==> src/design/sil_pkg.sv <==
// Package for the sorted insert list: field widths, opcode and status codes,
// controller state type and the default capacity. No dependencies.
package sil_pkg;

  localparam int CAPACITY_DEF = 16;

  localparam int OPCODE_W = 2;
  localparam int DATA_W   = 32;
  localparam int INDEX_W  = 4;
  localparam int STATUS_W = 2;

  // Opcodes
  localparam logic [OPCODE_W-1:0] OP_APPEND = 2'd0;
  localparam logic [OPCODE_W-1:0] OP_INSERT = 2'd1;
  localparam logic [OPCODE_W-1:0] OP_LIST   = 2'd2;

  // Result status codes
  localparam logic [STATUS_W-1:0] ST_OK    = 2'd0;
  localparam logic [STATUS_W-1:0] ST_FULL  = 2'd1;
  localparam logic [STATUS_W-1:0] ST_EMPTY = 2'd2;

  // Controller states, one-hot
  typedef enum logic [4:0] {
    S_IDLE   = 5'b00001,
    S_SEARCH = 5'b00010,
    S_SHIFT  = 5'b00100,
    S_LIST   = 5'b01000,
    S_FINISH = 5'b10000
  } state_t;

endpackage

==> src/design/sorted_insert_list_core.sv <==
// Sorted insert list top level: entry memory, search/shift/list controller
// and output register. Depends on sil_pkg.
//
//   channel | handshake          | payload
//   --------+--------------------+-----------------------------------
//   in      | in_valid / in_stall   | opcode, value
//   out     | out_valid / out_stall | value_res, index, status, last
//
// One item at a time; in_stall is high while an item is in work.
// Append, insert into a full or an empty list, and listing an empty list go
// straight to the finish state. Sorted insert makes one read pass up to the
// slot and, when the value lands before an existing entry, one pass back down
// to shift. Listing reads the entries in order. An unused opcode gives no result.
// A result held by out_stall delays the next result.
// Synchronous reset clears count, so the memory needs no clearing pass.
// The output register lets a new item be taken while a result waits.
module sorted_insert_list_core #(
  parameter int CAPACITY = sil_pkg::CAPACITY_DEF
) (
  input  logic                                clk,
  input  logic                                rst,
  input  logic                                in_valid,
  output logic                                in_stall,
  input  logic [sil_pkg::OPCODE_W-1:0]        opcode,
  input  logic signed [sil_pkg::DATA_W-1:0]   value,
  output logic                                out_valid,
  input  logic                                out_stall,
  output logic signed [sil_pkg::DATA_W-1:0]   value_res,
  output logic [sil_pkg::INDEX_W-1:0]         index,
  output logic [sil_pkg::STATUS_W-1:0]        status,
  output logic                                last
);
  import sil_pkg::*;

  localparam int AW = $clog2(CAPACITY);
  localparam int CW = $clog2(CAPACITY + 1);

  // Entry memory and its registered read data
  logic signed [DATA_W-1:0] mem [CAPACITY];
  logic signed [DATA_W-1:0] rd_data;

  state_t                   state;
  logic [CW-1:0]            count;
  logic [CW-1:0]            scan;      // next address to read
  logic [CW-1:0]            chk;       // address of the data in rd_data
  logic                     chk_vld;
  logic                     iss;       // shift reads still to issue
  logic [CW-1:0]            pos;
  logic signed [DATA_W-1:0] v_reg;
  logic [STATUS_W-1:0]      st;

  logic                     in_acc;
  logic                     out_free;
  logic                     post;
  logic                     hit;
  logic                     re;
  logic [AW-1:0]            ra;
  logic                     we;
  logic [AW-1:0]            wa;
  logic signed [DATA_W-1:0] wd;
  logic [CW-1:0]            last_addr;

  assign in_stall  = (state != S_IDLE);
  assign in_acc    = in_valid && !in_stall;
  assign out_free  = !out_valid || !out_stall;
  assign last_addr = count - 1'b1;

  // A new result enters the output register this cycle
  assign post = out_free && ((state == S_LIST && chk_vld) || state == S_FINISH);

  // Slot test: entry 0 wins only when strictly above, later ones when not smaller
  assign hit = (chk == '0) ? (v_reg < rd_data) : !(rd_data < v_reg);

  // Drive memory read and write ports from the controller state
  always_comb begin
    re = 1'b0;
    ra = scan[AW-1:0];
    we = 1'b0;
    wa = pos[AW-1:0];
    wd = rd_data;
    case (state)
      S_SEARCH: begin
        re = (scan < count);
      end
      S_SHIFT: begin
        re = iss;
        we = chk_vld;
        wa = AW'(chk + 1'b1);
      end
      S_LIST: begin
        re = !chk_vld || (out_free && (chk != last_addr));
        ra = chk_vld ? AW'(chk + 1'b1) : '0;
      end
      S_FINISH: begin
        we = out_free && (st == ST_OK);
        wd = v_reg;
      end
      default: begin
      end
    endcase
  end

  // Memory: one write and one registered read per cycle
  always_ff @(posedge clk) begin
    if (we) begin
      mem[wa] <= wd;
    end
    if (re) begin
      rd_data <= mem[ra];
    end
  end

  // Controller and output register
  always_ff @(posedge clk) begin
    if (rst) begin
      state     <= S_IDLE;
      count     <= '0;
      out_valid <= 1'b0;
      chk_vld   <= 1'b0;
      iss       <= 1'b0;
    end else begin
      // drop the held result once transferred, unless a new one replaces it
      if (out_valid && !out_stall && !post) begin
        out_valid <= 1'b0;
      end
      case (state)
        S_IDLE: begin
          if (in_acc) begin
            case (opcode)
              OP_APPEND, OP_INSERT: begin
                v_reg <= value;
                if (count == CW'(CAPACITY)) begin
                  st    <= ST_FULL;
                  pos   <= '0;
                  state <= S_FINISH;
                end else if (opcode == OP_APPEND || count == '0) begin
                  st    <= ST_OK;
                  pos   <= count;
                  state <= S_FINISH;
                end else begin
                  st      <= ST_OK;
                  scan    <= '0;
                  chk_vld <= 1'b0;
                  state   <= S_SEARCH;
                end
              end
              OP_LIST: begin
                if (count == '0) begin
                  st    <= ST_EMPTY;
                  pos   <= '0;
                  v_reg <= '0;
                  state <= S_FINISH;
                end else begin
                  chk_vld <= 1'b0;
                  state   <= S_LIST;
                end
              end
              default: begin
              end
            endcase
          end
        end
        S_SEARCH: begin
          // scan entries in order, one compare per cycle
          if (chk_vld && hit) begin
            pos     <= chk;
            scan    <= last_addr;
            chk_vld <= 1'b0;
            iss     <= 1'b1;
            state   <= S_SHIFT;
          end else if (chk_vld && chk == last_addr) begin
            pos   <= count;
            state <= S_FINISH;
          end else if (scan < count) begin
            chk     <= scan;
            chk_vld <= 1'b1;
            scan    <= scan + 1'b1;
          end else begin
            chk_vld <= 1'b0;
          end
        end
        S_SHIFT: begin
          // move entries pos..count-1 up one place, top first
          chk_vld <= iss;
          if (iss) begin
            chk <= scan;
            if (scan == pos) begin
              iss <= 1'b0;
            end else begin
              scan <= scan - 1'b1;
            end
          end
          if (chk_vld && chk == pos) begin
            state <= S_FINISH;
          end
        end
        S_LIST: begin
          // advance one entry per transfer
          if (!chk_vld) begin
            chk_vld <= 1'b1;
            chk     <= '0;
          end else if (out_free) begin
            out_valid <= 1'b1;
            value_res <= rd_data;
            index     <= INDEX_W'(chk);
            status    <= ST_OK;
            last      <= (chk == last_addr);
            if (chk == last_addr) begin
              chk_vld <= 1'b0;
              state   <= S_IDLE;
            end else begin
              chk <= chk + 1'b1;
            end
          end
        end
        S_FINISH: begin
          // store the value when the status is OK and post the single status result
          if (out_free) begin
            out_valid <= 1'b1;
            value_res <= v_reg;
            index     <= INDEX_W'(pos);
            status    <= st;
            last      <= 1'b1;
            if (st == ST_OK) begin
              count <= count + 1'b1;
            end
            state <= S_IDLE;
          end
        end
        default: begin
          state <= S_IDLE;
        end
      endcase
    end
  end

endmodule

==> config.mk <==
export PLATFORM = sky130hd
export DESIGN_NAME = sorted_insert_list_core
export DESIGN_NICKNAME = d
export VERILOG_FILES = /design/src/design/sil_pkg.sv /design/src/design/sorted_insert_list_core.sv
export SDC_FILE = /design/constraint.sdc
export NUM_CORES = 1
export LEC_CHECK = 0
export BUFFER_PORTS_ARGS = -buffer_cell sky130_fd_sc_hd__buf_4
export CAP_MARGIN = 40
export CELL_PAD_IN_SITES_DETAIL_PLACEMENT = 0
export CELL_PAD_IN_SITES_GLOBAL_PLACEMENT = 1
export CORE_ASPECT_RATIO = 0.8
export CORE_MARGIN = 4
export CORE_UTILIZATION = 52
export CTS_CLUSTER_SIZE = 25
export DETAILED_ROUTE_END_ITERATION = 8
export PLACE_DENSITY_LB_ADDON = 0.1
export REMOVE_ABC_BUFFERS = 1
export SKIP_CTS_REPAIR_TIMING = 1
export SYNTH_ARGS = -nofsm -noshare
export SYNTH_HDL_FRONTEND = slang
export SYNTH_SLANG_ARGS = --single-unit
==> constraint.sdc <==
create_clock -name clk -period 6.6 [get_ports clk]
set_input_delay 0.66 -clock clk [delete_from_list [all_inputs] [get_ports clk]]
set_output_delay 0.66 -clock clk [all_outputs]
set_load 0.01 [all_outputs]
==> metrics <==
antenna viol nets, final=0; crit-path leading delay family=buffers and inverters; maxcap violations=0; async set-reset flop share out of synthesis=0%; synth unique cells=72; warnings from Yosys=0; final setup fails=0; clock buffer depth=3; clock slew at reported path FFs=60 ps; antenna violations before repair=1; P_leak=10.86 nW; post-DR wirelength/cell=24.15 µm; Slew HR=32.62%; Worst Hold Class=in2reg; max-slew violations=0; WL final=70.71 mm; gr usage total=25.16%; max reg flops=512; EDFF count, synth=632; clock root cell=clkbuf_16; PnR worst setup slack=2555 ps; gr ovfl total=0; Die ar.=55620 µm²; Pwr Density=276.3 nW/µm²; Final Total Pwr=8.510 mW; Crit. path cell count=10; Clock Latency Late Sink=600 ps; Min Hold Slack=339.3 ps; RePlAce Congestion=0.8635; Crit path top cell by count=and3_1; area of the core=51200 µm²; multi-input logic area=7103 µm²; DP Area=28720 µm²; first-pass GRT wire length=105.9 mm; fraction of the yosys area taken by sequential cells=71.30%; critical path class=reg2reg; Fin. Hold Viols=0; largest net degree at the start of global routing=191; clock skew=20.91 ps; Main synth FF type=edfxtp_1; Hold Crit Depth=2; Mapped Cells=2111; Slowest-stage cell, CP=buf_4; DRC Markers=0; Yosys reg bits=645; fin nets=2277; Iteration-0 DRC Markers=1743; Max stage delay on crit path=740 ps; minimum clock period=4045 ps; Die Height=211.7 µm; Reg area=19240 µm²; Layout area overhead=14.14%; Peak VDD IR=0.0001876 V; CP Cell Sequence=nor2_2 -> and3_1 -> mux2i_4 -> buf_12 -> buf_4 -> nand2_1 -> and3_1 -> a311oi_1 -> a31oi_1 -> a21oi_1; HPWL Detailed=40.99 mm; Netlist Area Pre-Place=26980 µm²; crit path launch type=register; Top reg by flops=mem; Tcrit/Tclk final=61.29%; IO Pins=79; most frequent cells in the layout=edfxtp_1, nand2_1, nand3_1; CP bufs+invs=2; TritonCTS clock tree=done; commonest non-fill, non-tap cell in the layout=edfxtp_1; Critical Path Sink Type=register; RSZ-0062 raised after global routing=no; Post-Layout Inst Area=30800 µm²; crit-path max FO=190; Via density=5.928; CP Data Arrival Time=4490 ps; vias in the first global route=16600; status=complete, no violations; Critical Path RT=7050 ps; H-tree levels=3; worst-margin pin slew=1011 ps; fillers=4010; via count=17360; fmax=247.2 MHz; Die Wd=262.7 µm; CTS Buf Count=67; clock sinks=645; row cnt=74; Post-Syn Area per Cell=12.78 µm²; Port Buffers=78; r2r worst-path depth=10; setup slack at placement=2635 ps; Initial Util=52.70%; layout cells sized above 1=12.39%; Initial DRT Pass Iterations=6
## worst register-to-register path: cells and delay by family, from the launching register on
kind / cells / cell delay (ps)
flops: 1 / 340
compound gates: 3 / 600
mux: 1 / 400
simple gates: 4 / 990
buf+inv: 2 / 1570
## power by group
group | internal, mW | switching [mW] | leakage [nW]
Clock | 2.13 | 1.51 | 1.00
Combinational | 0.0929 | 0.208 | 4.05
Sequential | 4.55 | 0.0148 | 5.81
## cells in the mapped netlist (2+ instances only)
library cell	n	share of area, %
mux2i_1	3	0.11
and2_1	36	0.83
buf_6	3	0.13
o21a_1	2	0.056
nand2b_1	4	0.093
buf_4	7	0.19
a211oi_1	3	0.083
xnor3_1	2	0.17
inv_1	47	0.65
a22o_1	7	0.23
and2b_2	2	0.065
a31oi_1	34	0.79
o31ai_1	3	0.083
buf_2	55	1.0
or3_1	2	0.046
dfxtp_1	13	0.96
nor3b_1	3	0.083
nor4_1	4	0.093
nand4_1	8	0.19
nand3_1	146	2.7
a221oi_1	2	0.065
and3_1	66	1.5
nor2_1	37	0.51
a21oi_1	59	1.1
o22ai_1	3	0.070
buf_1	2	0.028
a311oi_1	97	3.1
o21ai_0	46	0.85
a21o_1	2	0.056
clkbuf_1	67	0.93
nand2_1	594	8.3
xor2_1	8	0.26
o211ai_1	4	0.11
a221o_1	3	0.11
nor3_1	10	0.19
a21boi_0	2	0.056
o31a_1	2	0.065
xnor2_1	16	0.52
clkbuf_2	2	0.037
edfxtp_1	632	70
ha_1	42	1.9
## metal layers
layer  track usage, %  share of wire (%)  vias up
met5                0                  0        -
met2            38.50                 45      721
met4            6.459                2.2        0
met3            4.613                7.8      105
met1            37.84                 45     8620
li1                 -                  -     7912
## cell type report
type	count	share of cell area [%]
flip-flops and latches	645	62.47
multi-input cells	1281	23.06
clock buffers	89	5.919
repair buffers	153	4.306
well taps	684	2.779
clock inverters	26	0.8288
inverters	49	0.6297
diodes	1	0.008125
## final timing paths
kind,endpoint,slack [ps],start
setup / recovery,rd_data[6]$_DFFE_PP_,2550,state[4]$_SDFFE_PP0P_
hold reg to reg,out_valid$_SDFF_PP0_,530,out_valid$_SDFF_PP0_
hold / removal,v_reg[13]$_SDFFCE_PP0P_,340,value[13]
setup reg to reg,rd_data[6]$_DFFE_PP_,2550,state[4]$_SDFFE_PP0P_
## kinds of logic after synthesis
group / Yosys count / synth area share, %
simple gates: 926 / 15.10
flops: 645 / 71.30
compound gates: 282 / 7.410
buf+inv: 185 / 3.019
fa+ha+maj: 42 / 1.947
xor+xnor: 27 / 1.034
mux: 4 / 0.1947
## through the flow
stage | std cells | utilization, % | TNS [ps]
after CTS | 2927 | 60.15 | 0
after floorplan | 1975 | - | -81670
after detailed placement | 2812 | 56.09 | 0
after global routing | 2927 | 60.15 | 0
final | 2928 | 60.15 | 0
after global placement | 2799 | 55.57 | 0
(Power assumes the default switching activity.)
